===== config.mk =====
export PLATFORM = sky130hd
export DESIGN_NAME = rgb_layer_additive_compositor_top_flat
export DESIGN_NICKNAME = d
export VERILOG_FILES = /design/src/rtl/lac_pkg.sv /design/src/rtl/lac_if.sv /design/src/rtl/lac_mem.sv /design/src/rtl/lac_ctrl.sv /design/src/rtl/rgb_layer_additive_compositor_top.sv /design/src/flat_wrapper.sv
export SDC_FILE = /design/constraint.sdc
export NUM_CORES = 2
export LEC_CHECK = 0
export BUFFER_PORTS_ARGS = -buffer_cell sky130_fd_sc_hd__buf_2
export CORE_MARGIN = 1
export CORE_UTILIZATION = 50
export CTS_CLUSTER_DIAMETER = 40
export CTS_CLUSTER_SIZE = 8
export DETAILED_ROUTE_END_ITERATION = 6
export PLACE_DENSITY = 0.78
export SYNTH_ARGS = -nofsm -noshare
export SYNTH_HDL_FRONTEND = slang
export SYNTH_SLANG_ARGS = --single-unit
export TNS_END_PERCENT = 100

===== constraint.sdc =====
create_clock -name clk -period 4.79 [get_ports clk]
set_input_delay 0.958 -clock clk [delete_from_list [all_inputs] [get_ports clk]]
set_output_delay 0.958 -clock clk [all_outputs]
set_load 0.05 [all_outputs]

===== src/rtl/lac_pkg.sv =====
// shared types and constants for the layer compositor
`timescale 1ns / 1ps

package lac_pkg;

  localparam int CH_W    = 8;
  localparam int COLOR_W = 3 * CH_W;
  localparam int ACT_W   = 3;
  localparam int LAYER_W = 3;
  localparam int IDX_W   = 6;
  localparam int OLED_W  = 4;

  localparam logic [CH_W-1:0] CH_MAX = 8'd255;

  typedef enum logic [ACT_W-1:0] {
    ACT_SET       = 3'd0,
    ACT_FILL      = 3'd1,
    ACT_CLEAR     = 3'd2,
    ACT_CLEAR_ALL = 3'd3,
    ACT_COMPOSE   = 3'd4,
    ACT_COMMIT    = 3'd5
  } act_t;

endpackage


===== src/rtl/lac_if.sv =====
// command and pixel channel interfaces
`timescale 1ns / 1ps

interface lac_cmd_if;
  logic                        valid;
  logic                        ready;
  logic [lac_pkg::ACT_W-1:0]   action;
  logic [lac_pkg::LAYER_W-1:0] layer;
  logic [lac_pkg::IDX_W-1:0]   led_index;
  logic [lac_pkg::CH_W-1:0]    red;
  logic [lac_pkg::CH_W-1:0]    green;
  logic [lac_pkg::CH_W-1:0]    blue;

  modport source (output valid, action, layer, led_index, red, green, blue, input ready);
  modport sink   (input valid, action, layer, led_index, red, green, blue, output ready);
endinterface

interface lac_pix_if;
  logic                       valid;
  logic                       ready;
  logic [lac_pkg::OLED_W-1:0] out_led;
  logic [lac_pkg::CH_W-1:0]   out_red;
  logic [lac_pkg::CH_W-1:0]   out_green;
  logic [lac_pkg::CH_W-1:0]   out_blue;
  logic                       last;
  logic                       commit;

  modport source (output valid, out_led, out_red, out_green, out_blue, last, commit,
                  input ready);
  modport sink   (input valid, out_led, out_red, out_green, out_blue, last, commit,
                  output ready);
endinterface


===== src/rtl/lac_mem.sv =====
// color store: one write port, one registered read port
`timescale 1ns / 1ps

module lac_mem #(
  parameter int AW = 6
) (
  input  logic                          clk,
  input  logic                          we,
  input  logic [AW-1:0]                 waddr,
  input  logic [lac_pkg::COLOR_W-1:0]   wdata,
  input  logic                          re,
  input  logic [AW-1:0]                 raddr,
  output logic [lac_pkg::COLOR_W-1:0]   rdata
);

  logic [lac_pkg::COLOR_W-1:0] mem [2**AW];

  always_ff @(posedge clk) begin
    if (we) begin
      mem[waddr] <= wdata;
    end
    if (re) begin
      rdata <= mem[raddr];
    end
  end

endmodule


===== src/rtl/lac_ctrl.sv =====
// command sequencer, layer accumulator and pixel output register
`timescale 1ns / 1ps

module lac_ctrl #(
  parameter int LAYER_COUNT = 4,
  parameter int LED_COUNT   = 16,
  parameter int LYR_W       = 2,
  parameter int LED_W       = 4
) (
  input  logic                        clk,
  input  logic                        rst,
  lac_cmd_if.sink                     cmd,
  lac_pix_if.source                   pix,
  output logic                        mem_we,
  output logic [LYR_W+LED_W-1:0]      mem_waddr,
  output logic [lac_pkg::COLOR_W-1:0] mem_wdata,
  output logic                        mem_re,
  output logic [LYR_W+LED_W-1:0]      mem_raddr,
  input  logic [lac_pkg::COLOR_W-1:0] mem_rdata
);

  localparam int AW = LYR_W + LED_W;

  typedef enum logic [2:0] {
    ST_CLR_ALL,
    ST_IDLE,
    ST_SWEEP,
    ST_COMP_RD,
    ST_COMP_WAIT,
    ST_COMP_OUT
  } state_t;

  state_t                      state;
  logic [AW-1:0]               clr_cnt;
  logic [LYR_W-1:0]            lyr;
  logic [LED_W-1:0]            led;
  logic [lac_pkg::COLOR_W-1:0] fill_color;
  logic                        commit_flag;
  logic                        rd_vld;
  logic [lac_pkg::CH_W-1:0]    acc_r, acc_g, acc_b;
  logic [lac_pkg::CH_W-1:0]    acc_r_next, acc_g_next, acc_b_next;
  logic                        out_vld;

  lac_pkg::act_t               act;
  logic                        accept;
  logic                        layer_ok;
  logic                        led_ok;
  logic                        last_lyr;
  logic                        last_led;
  logic                        out_free;
  logic [lac_pkg::COLOR_W-1:0] cmd_color;

  function automatic logic [lac_pkg::CH_W-1:0] sat_add(
    input logic [lac_pkg::CH_W-1:0] a,
    input logic [lac_pkg::CH_W-1:0] b
  );
    logic [lac_pkg::CH_W:0] s;
    s = {1'b0, a} + {1'b0, b};
    return s[lac_pkg::CH_W] ? lac_pkg::CH_MAX : s[lac_pkg::CH_W-1:0];
  endfunction

  assign cmd.ready = (state == ST_IDLE);
  assign accept    = cmd.valid && cmd.ready;
  assign act       = lac_pkg::act_t'(cmd.action);
  assign layer_ok  = {1'b0, cmd.layer} < 4'(LAYER_COUNT);
  assign led_ok    = {1'b0, cmd.led_index} < 7'(LED_COUNT);
  assign cmd_color = {cmd.red, cmd.green, cmd.blue};
  assign last_lyr  = (lyr == LYR_W'(LAYER_COUNT - 1));
  assign last_led  = (led == LED_W'(LED_COUNT - 1));
  assign out_free  = !out_vld || pix.ready;

  assign acc_r_next = sat_add(acc_r, mem_rdata[23:16]);
  assign acc_g_next = sat_add(acc_g, mem_rdata[15:8]);
  assign acc_b_next = sat_add(acc_b, mem_rdata[7:0]);

  assign pix.valid = out_vld;

  // write port: clearing pass, layer sweep or single set
  always_comb begin
    mem_we    = 1'b0;
    mem_waddr = {lyr, led};
    mem_wdata = fill_color;
    if (state == ST_CLR_ALL) begin
      mem_we    = 1'b1;
      mem_waddr = clr_cnt;
      mem_wdata = '0;
    end else if (state == ST_SWEEP) begin
      mem_we = 1'b1;
    end else if (accept && act == lac_pkg::ACT_SET && layer_ok && led_ok) begin
      mem_we    = 1'b1;
      mem_waddr = {cmd.layer[LYR_W-1:0], cmd.led_index[LED_W-1:0]};
      mem_wdata = cmd_color;
    end
  end

  // read port walks the layers of one led
  assign mem_re    = (state == ST_COMP_RD);
  assign mem_raddr = {lyr, led};

  always_ff @(posedge clk) begin
    if (rst) begin
      state   <= ST_CLR_ALL;
      clr_cnt <= '0;
      rd_vld  <= 1'b0;
      out_vld <= 1'b0;
    end else begin
      rd_vld <= (state == ST_COMP_RD);
      if (rd_vld) begin
        acc_r <= acc_r_next;
        acc_g <= acc_g_next;
        acc_b <= acc_b_next;
      end
      // the output stage reloads in place when a pixel is ready to go
      if (out_vld && pix.ready && state != ST_COMP_OUT) begin
        out_vld <= 1'b0;
      end
      unique case (state)
        ST_CLR_ALL: begin
          clr_cnt <= clr_cnt + AW'(1);
          if (clr_cnt == '1) begin
            state <= ST_IDLE;
          end
        end
        ST_IDLE: begin
          if (accept) begin
            case (act) inside
              lac_pkg::ACT_FILL, lac_pkg::ACT_CLEAR: begin
                if (layer_ok) begin
                  lyr        <= cmd.layer[LYR_W-1:0];
                  led        <= '0;
                  fill_color <= (act == lac_pkg::ACT_FILL) ? cmd_color : '0;
                  state      <= ST_SWEEP;
                end
              end
              lac_pkg::ACT_CLEAR_ALL: begin
                clr_cnt <= '0;
                state   <= ST_CLR_ALL;
              end
              lac_pkg::ACT_COMPOSE, lac_pkg::ACT_COMMIT: begin
                lyr         <= '0;
                led         <= '0;
                commit_flag <= (act == lac_pkg::ACT_COMMIT);
                acc_r       <= '0;
                acc_g       <= '0;
                acc_b       <= '0;
                state       <= ST_COMP_RD;
              end
              default: begin
              end
            endcase
          end
        end
        ST_SWEEP: begin
          led <= led + LED_W'(1);
          if (last_led) begin
            state <= ST_IDLE;
          end
        end
        ST_COMP_RD: begin
          if (last_lyr) begin
            state <= ST_COMP_WAIT;
          end else begin
            lyr <= lyr + LYR_W'(1);
          end
        end
        ST_COMP_WAIT: begin
          state <= ST_COMP_OUT;
        end
        ST_COMP_OUT: begin
          if (out_free) begin
            out_vld       <= 1'b1;
            pix.out_led   <= lac_pkg::OLED_W'(led);
            pix.out_red   <= acc_r;
            pix.out_green <= acc_g;
            pix.out_blue  <= acc_b;
            pix.last      <= last_led;
            pix.commit    <= commit_flag;
            acc_r         <= '0;
            acc_g         <= '0;
            acc_b         <= '0;
            lyr           <= '0;
            if (last_led) begin
              state <= ST_IDLE;
            end else begin
              led   <= led + LED_W'(1);
              state <= ST_COMP_RD;
            end
          end
        end
        default: begin
          state <= ST_IDLE;
        end
      endcase
    end
  end

  a_reset_clears: assert property (@(posedge clk)
    $past(rst) |-> (state == ST_CLR_ALL && clr_cnt == '0))
    else $error("reset did not start the clearing pass");

  a_no_write_in_compose: assert property (@(posedge clk) disable iff (rst)
    (state == ST_COMP_RD || state == ST_COMP_WAIT || state == ST_COMP_OUT) |-> !mem_we)
    else $error("store written during compose");

  a_rd_follows_issue: assert property (@(posedge clk) disable iff (rst)
    rd_vld |-> $past(state == ST_COMP_RD))
    else $error("read data without a read");

  a_last_ends_frame: assert property (@(posedge clk) disable iff (rst)
    (state == ST_COMP_OUT && out_free && last_led) |=> (state == ST_IDLE && pix.last))
    else $error("frame did not end on the last led");

endmodule


===== src/rtl/rgb_layer_additive_compositor_top.sv =====
// top level of the saturating additive rgb layer compositor
`timescale 1ns / 1ps

// set writes the store as it is taken; fill or clear of a layer sweeps all its leds;
//   clear-all sweeps the whole store
// compose: for each led, one store read per layer, then the saturated sum leaves as
//   one pixel; the next led waits while pix.ready holds the output pixel back
// commands: one at a time, none taken while a sweep or a frame is in progress
// reset: synchronous; a clearing pass writes zero over the whole store,
//   with no command taken until it ends
module rgb_layer_additive_compositor_top #(
  parameter int LAYER_COUNT = 4,
  parameter int LED_COUNT   = 16
) (
  input logic       clk,
  input logic       rst,
  lac_cmd_if.sink   cmd,
  lac_pix_if.source pix
);

  // index widths, at least one bit each
  localparam int LYR_W = (LAYER_COUNT > 1) ? $clog2(LAYER_COUNT) : 1;
  localparam int LED_W = (LED_COUNT > 1) ? $clog2(LED_COUNT) : 1;
  localparam int AW    = LYR_W + LED_W;

  // store port wiring, address is {layer, led}
  logic                        mem_we;
  logic [AW-1:0]               mem_waddr;
  logic [lac_pkg::COLOR_W-1:0] mem_wdata;
  logic                        mem_re;
  logic [AW-1:0]               mem_raddr;
  logic [lac_pkg::COLOR_W-1:0] mem_rdata;

  // sequencer: decodes commands, sweeps the store, sums layers per led
  lac_ctrl #(
    .LAYER_COUNT (LAYER_COUNT),
    .LED_COUNT   (LED_COUNT),
    .LYR_W       (LYR_W),
    .LED_W       (LED_W)
  ) u_ctrl (
    .clk       (clk),
    .rst       (rst),
    .cmd       (cmd),
    .pix       (pix),
    .mem_we    (mem_we),
    .mem_waddr (mem_waddr),
    .mem_wdata (mem_wdata),
    .mem_re    (mem_re),
    .mem_raddr (mem_raddr),
    .mem_rdata (mem_rdata)
  );

  // color store, one read and one write per cycle, read data registered
  lac_mem #(
    .AW (AW)
  ) u_mem (
    .clk   (clk),
    .we    (mem_we),
    .waddr (mem_waddr),
    .wdata (mem_wdata),
    .re    (mem_re),
    .raddr (mem_raddr),
    .rdata (mem_rdata)
  );

endmodule


===== src/flat_wrapper.sv =====
// flat-port wrapper written by rule: the top's interface ports become plain ports
module rgb_layer_additive_compositor_top_flat 
#(
  parameter int LAYER_COUNT = 4,
  parameter int LED_COUNT   = 16
)
  (clk, rst, cmd_valid, cmd_action, cmd_layer, cmd_led_index, cmd_red, cmd_green, cmd_blue, cmd_ready, pix_valid, pix_out_led, pix_out_red, pix_out_green, pix_out_blue, pix_last, pix_commit, pix_ready);
  lac_cmd_if cmd_i ();
  lac_pix_if pix_i ();
  input logic clk;
  input logic rst;
  input wire logic [$bits(cmd_i.valid)-1:0] cmd_valid;
  input wire logic [$bits(cmd_i.action)-1:0] cmd_action;
  input wire logic [$bits(cmd_i.layer)-1:0] cmd_layer;
  input wire logic [$bits(cmd_i.led_index)-1:0] cmd_led_index;
  input wire logic [$bits(cmd_i.red)-1:0] cmd_red;
  input wire logic [$bits(cmd_i.green)-1:0] cmd_green;
  input wire logic [$bits(cmd_i.blue)-1:0] cmd_blue;
  output wire logic [$bits(cmd_i.ready)-1:0] cmd_ready;
  output wire logic [$bits(pix_i.valid)-1:0] pix_valid;
  output wire logic [$bits(pix_i.out_led)-1:0] pix_out_led;
  output wire logic [$bits(pix_i.out_red)-1:0] pix_out_red;
  output wire logic [$bits(pix_i.out_green)-1:0] pix_out_green;
  output wire logic [$bits(pix_i.out_blue)-1:0] pix_out_blue;
  output wire logic [$bits(pix_i.last)-1:0] pix_last;
  output wire logic [$bits(pix_i.commit)-1:0] pix_commit;
  input wire logic [$bits(pix_i.ready)-1:0] pix_ready;
  assign cmd_i.valid = cmd_valid;
  assign cmd_i.action = cmd_action;
  assign cmd_i.layer = cmd_layer;
  assign cmd_i.led_index = cmd_led_index;
  assign cmd_i.red = cmd_red;
  assign cmd_i.green = cmd_green;
  assign cmd_i.blue = cmd_blue;
  assign cmd_ready = cmd_i.ready;
  assign pix_valid = pix_i.valid;
  assign pix_out_led = pix_i.out_led;
  assign pix_out_red = pix_i.out_red;
  assign pix_out_green = pix_i.out_green;
  assign pix_out_blue = pix_i.out_blue;
  assign pix_last = pix_i.last;
  assign pix_commit = pix_i.commit;
  assign pix_i.ready = pix_ready;
  rgb_layer_additive_compositor_top #(.LAYER_COUNT(LAYER_COUNT), .LED_COUNT(LED_COUNT)) u_core (.clk(clk), .rst(rst), .cmd(cmd_i), .pix(pix_i));
endmodule

After elaboration in Yosys (flattened, before gate mapping)
Memories as Yosys holds them, arrays and structs flattened. A register that Yosys moved wholly into a read port is not among the register bits.
Cells that the tools add are included.

storage, ports and cells
  output and inout bits = 32
  input port bits = 40
  RAM bits = 1,536
  memories = 1
  register bits = 96

memories
  memory            words  width  rd ports  clocked after memory_dff  wr ports  RTL line       RTL
  u_core.u_mem.mem  64     24     1         1                         1         lac_mem.sv:16  logic [lac_pkg::COLOR_W-1:0] mem [2**AW];

operators by class
  reductions and logical operators = 22
  add/sub/neg operators = 6
  multiplexer cells = 69
  bitwise operators = 3
  order comparisons = 2
  equal/unequal tests = 27

operators with widths
  kind                 number
  $mux 8               21
  $mux 24              3
  $pmux 8 s2           3
  $mux 6               6
  $mux 4               7
  $add 8x8->9          3
  $mux 3               9
  $pmux 3 s6           1
  $mux 2               8
  $reduce_and 8->1     2
  $eq 3x2->1 const B   4
  $eq 3x3->1 const B   4
  $ne 2x2->1 const B   6
  $pmux 4 s3           1
  $pmux 6 s2           1
  $mux 1               8
  $reduce_and 7->1     1
  $add 6x1->6 const B  1
  $eq 3x1->1 const B   2
  $eq 6x6->1 const B   1
  $logic_and 1x1->1    6
  $logic_not 3->1      2
  $lt 6x5->1 const B   1
  $ne 2x1->1 const B   3
  20 further kinds     25

Depth between registers and ports, before layout
  word-level depth = 10
  depth in mapped cells = 10
  depth with buffers taken out = 8

Modules after synthesis
From an unflattened synthesis, not the netlist that was laid out.

second synthesis, totals
  cells, all modules = 3,111
  area, all modules = 64,968.6 um^2

modules (own cells, without submodules)
  module    instances  cells each  area each (um^2)
  lac_mem   1          2,630       59,732.3
  lac_ctrl  1          481         5,236.3

Least setup slack after synthesis
Ideal clock, no wire load.

  kind = input-to-reg
  from = input cmd_action[0]
  to = memory u_core.u_mem.mem[0][10] (netlist name), data pin
  data arrival time = 3.988 ns
  buffers on the path = 3
  data required time = 4.242 ns
  stages on the path = 7
  setup slack = 0.254 ns
  cell sequence = or4_4 > nor3_4 > buf_6 > buf_4 > buf_2 > nand2_1 > a21oi_1

on the way
  cells in the longest elaborated chain, start to end = 7

RTL lines
  element                         RTL line                                 RTL
  start: declaration              flat_wrapper.sv:13                       input wire logic [$bits(cmd_i.action)-1:0] cmd_action;
  $logic_not 3->1                 lac_ctrl.sv:89                           end else if (accept && act == lac_pkg::ACT_SET && layer_ok && led_ok) begin
  $logic_and 1x1->1 (3 in a row)  lac_ctrl.sv:89
  $mux 24                         lac_ctrl.sv:89
  $mux 24                         lac_ctrl.sv:87                           end else if (state == ST_SWEEP) begin
  $mux 24                         lac_ctrl.sv:83                           if (state == ST_CLR_ALL) begin
  via u_core.mem_wdata, one bit   rgb_layer_additive_compositor_top.sv:29  logic [lac_pkg::COLOR_W-1:0] mem_wdata;
  end: declaration                lac_mem.sv:16

The timed path passes the listed nets, and every way through them passes these cells.

Final worst setup path
  from = register u_core.u_ctrl.state[0]
  to = memory u_core.u_mem.mem[12][20] (netlist name), enable pin

on the way
  cells in the longest elaborated chain, start to end = 10
  elaborated cells on any way between the ends = 15
  those cells by class = eq/ne (2); mux (8); reduce/logical (5)

RTL lines
  element                         RTL line         RTL
  start: declaration              lac_ctrl.sv:33   state_t state;
  start signal: assignment        lac_ctrl.sv:102  state <= ST_CLR_ALL;
  start signal: assignment        lac_ctrl.sv:121  state <= ST_IDLE;
  start signal: assignment        lac_ctrl.sv:132  state <= ST_SWEEP;
  $eq 3x1->1                      lac_ctrl.sv:62   assign cmd.ready = (state == ST_IDLE);
  $logic_and 1x1->1               lac_ctrl.sv:63   assign accept = cmd.valid && cmd.ready;
  $logic_and 1x1->1 (3 in a row)  lac_ctrl.sv:89
  $mux 1                          lac_ctrl.sv:89
  $mux 1                          lac_ctrl.sv:87
  $mux 1                          lac_ctrl.sv:83
  $mux 1                          lac_mem.sv:19    if (we) begin
  $mux 1 (not written as such)    lac_mem.sv:20    mem[waddr] <= wdata;

Several ways; a longest one is shown, not always the timed one.

==> results.toml <==
[setup_path]
critPathMaxStageDelay_ns = 1.09
critPathCaptureType = "flip-flop"
path_buf_inv = 1
r2r-start = "u_core.u_ctrl.state[0]$_SDFFE_PP0P_"
startpoint = "u_core.u_ctrl.state[0]$_SDFFE_PP0P_"
critPathMaxFanout = 24
arrival_ns = 4.61
start_kind = "flip-flop"
cp.required_ns = 5.23
crit_family = "simple AND/OR/NAND/NOR gates"
worstPathCellList = "nand4bb_2 -> o311ai_1 -> nand3_1 -> nor2_1 -> nand2_1 -> nor2_2 -> buf_4"
cp_slowest_cell = "o311ai_1"
worst-setup-path-type = "reg2reg"

[final_layout]
seq_area_um2 = 49620
area_delta_synth_final_pct = 15.70
n_fill_cell = 8685
drive_gt1_share_pct = 26.78
multiInputGateArea_um2 = 15090
final_cells = 5394
fin_nets = 3677
fin_area_um2 = 75250

[timing]
fmax_ghz = 0.2402
setup_tns_ns = 0
finalWorstSetupSlack_ns = 0.6272
rsz0062_at_grt = "no"
period_minus_slack_ns = 4.163
finalCritPeriodShare_pct = 86.91
finalMaxSlewViolations = 0
setup_viol = 0
finalClockSkew_ns = 0.05075
max_slew_margin_pct = 13.05
max_slew.worst_pin.slew_ns = 1.298
hold_viol = 0

[flow_run]
cap_violations = 0

[cts]
clk_latency_ns = 0.82
post_cts_resized = 0
cts_buffer_depth = 3
ctsHoldBuffers = 0
cts.sinks = 1656
cts_tree = "done"
cts-root-buf = "clkbuf_16"
clk_pin_slew_ns = 0.05
htreeDepth = 4
numCtsBuffers = 231
post_cts_buffers = 0

[run_status]
status = "complete, no violations"

[yosys]
synth-seq-cells = 1656
synth_ff_type = "edfxtp_1"
synthTopCellsByCount = "edfxtp_1 (1645), mux4_2 (264), mux2i_1 (169)"
ys_types = 62
async_reset_ff_share_pct = 0
synth_nets = 3386
synth_top_area_share_pct = 75.95
synth_area_leaders = "edfxtp_1 (76%), mux4_2 (9.1%), mux2i_1 (2.6%), mux2_2 (1.2%), a21oi_1 (0.77%)"
synth.most_common_cell = "edfxtp_1"
yosysSeqAreaShare_pct = 76.29
ys_warn_count = 0
syn_inst = 3316
yosys.area.top_type = "edfxtp_1"
syn_avg_cell_area_um2 = 19.61
synth_edf_count = 1645
syn_area_um2 = 65040

[placement]
dpl_cell_area_um2 = 68930
dp.cells = 5103
dpl.hpwl_mm = 97.89
post-place-ws_ns = 0.3673
gp_congestion = 0.9688
portBuffers = 71

[drt]
ant_nets = 0
firstDrtPassIters = 7
drc = 0
routed_via_density = 6.637
routed_wl_mm = 171.4
avgRoutedWirePerCell_um = 31.77
vias = 35800
drtIter0Drc = 6177

[die]
rows = 131
dieArea_um2 = 131500
start_util_pct = 50.68
die_w_um = 362.7
ioPinCount = 72
core_um2 = 128300
die_h_um = 362.7

[power]
leakage_nw = 24.85
p_comb_share_pct = 0.9
sequentialPowerShare_pct = 51.8
pwr-share-clk_pct = 47.3
power.density_nw_per_um2 = 406.9
ir_worst_vdd_uv = 315.2
swShare_pct = 19.48
power.internal_mw = 24.66
p_total_mw = 30.62
p_sw_mw = 5.965

[global_routing]
grt_pass1_vias = 35170
grt_usage_pct = 26.11
grt_pass1_wl_mm = 245.6
antenna_found_initial = 14
grt_start_max_net_pins = 76
overflow = 0

[worst_hold_path]
min_from = "u_core.u_ctrl.commit_flag$_DFFE_PP_"
min_path_type = "reg2reg"
worst register-to-register path: stages (launching register included):
cell and delay, ns:
dfxtp_1 0.70, nand4bb_2 0.24, o311ai_1 1.09, nand3_1 0.54, nor2_1 0.30, nand2_1 0.33
nor2_2 0.19, buf_4 0.40
flip-flops by register name (all words and copies together), names as in the netlist, 2 cells and up:
name                         cells
u_core.u_ctrl.pix.out_led        4
u_core.u_mem.rdata              24
u_core.u_mem.mem              1536
u_core.u_ctrl.state              3
u_core.u_ctrl.clr_cnt            6
u_core.u_ctrl.acc_r              8
u_core.u_ctrl.led                4
u_core.u_ctrl.pix.out_green      8
u_core.u_ctrl.acc_g              8
u_core.u_ctrl.fill_color        24
u_core.u_ctrl.lyr                2
u_core.u_ctrl.pix.out_red        8
u_core.u_ctrl.pix.out_blue       8
u_core.u_ctrl.acc_b              8
power groups by stage:
| stage | logic (mW) | clock network (mW) | registers [mW] |
|---|---|---|---|
| floorplan | 0.156 | 0 | 16.1 |
| global placement | 0.261 | 0 | 16.1 |
| detailed placement | 0.267 | 0 | 16.1 |
| CTS | 0.271 | 14.6 | 15.9 |
| global route | 0.294 | 15.1 | 15.9 |
| finish | 0.277 | 14.5 | 15.9 |
final cells by class:
type	count	area share [%]
multi-input cells	1461	20.05
clock buffers	261	7.943
diodes	5	0.01663
well taps	1729	2.875
inverters	9	0.04489
repair buffers	248	2.704
clock inverters	25	0.4323
flip-flops and latches	1656	65.94
stage by stage:
stage	hold WS, ns	util, %
6_report	0.4334	58.63
5_1_grt	0.4517	58.62
4_1_cts	0.4424	58.62
3_5_place_dp	0.4355	53.71
3_3_place_gp	0.4189	53.71
2_1_floorplan	0.4003	-
kinds of logic after synthesis:
family / synth area share (%)
DFF: 76.29
muxes: 12.99
AOI/OAI and AO/OA: 5.233
and+or+nand+nor: 3.295
buffers and inverters: 1.310
adders and majority gates: 0.6118
xor gates and xnor gates: 0.2693
placed cells by master, fill, tap and decap left out, types with 19 or more instances in the layout:
cell and instances:
mux4_2 264, edfxtp_1 1645, o21ai_0 19, or3_1 30, ha_1 27, mux2i_1 169
and3_1 29, clkbuf_1 25, nor2_2 55, a21oi_1 76, o31a_1 27, clkbuf_16 234
buf_4 149, nor2_1 45, nor2b_1 28, a22oi_1 49, nand2_1 106, a211oi_1 27
buf_12 28, o32ai_1 25, nand3_1 62, a22o_1 50, a21oi_4 24, o221a_2 24
o22ai_1 73, mux2_2 72, a31oi_1 32, o2111ai_1 25, buf_2 71
final timing paths:
kind | endpoint | slack [ns] | cells past startpoint
worst max-delay path | u_core.u_mem.mem[12][20]$_DFFE_PP_ | 0.63 | 7
worst max register to register | u_core.u_mem.mem[12][20]$_DFFE_PP_ | 0.63 | 7
worst min-delay path | u_core.u_ctrl.pix.commit$_DFFE_PP_ | 0.43 | 0
worst min register to register | u_core.u_ctrl.pix.commit$_DFFE_PP_ | 0.43 | 0
routing by layer:
metal	vias to the layer above	global-route usage [%]	routed length, µm
met5	-	0	205
met3	491	7.859	23250
li1	14300	-	-
met1	18160	33.98	59290
met4	16	11.31	8081
met2	2835	40.87	80530
Power figures use the tool's default switching activity.
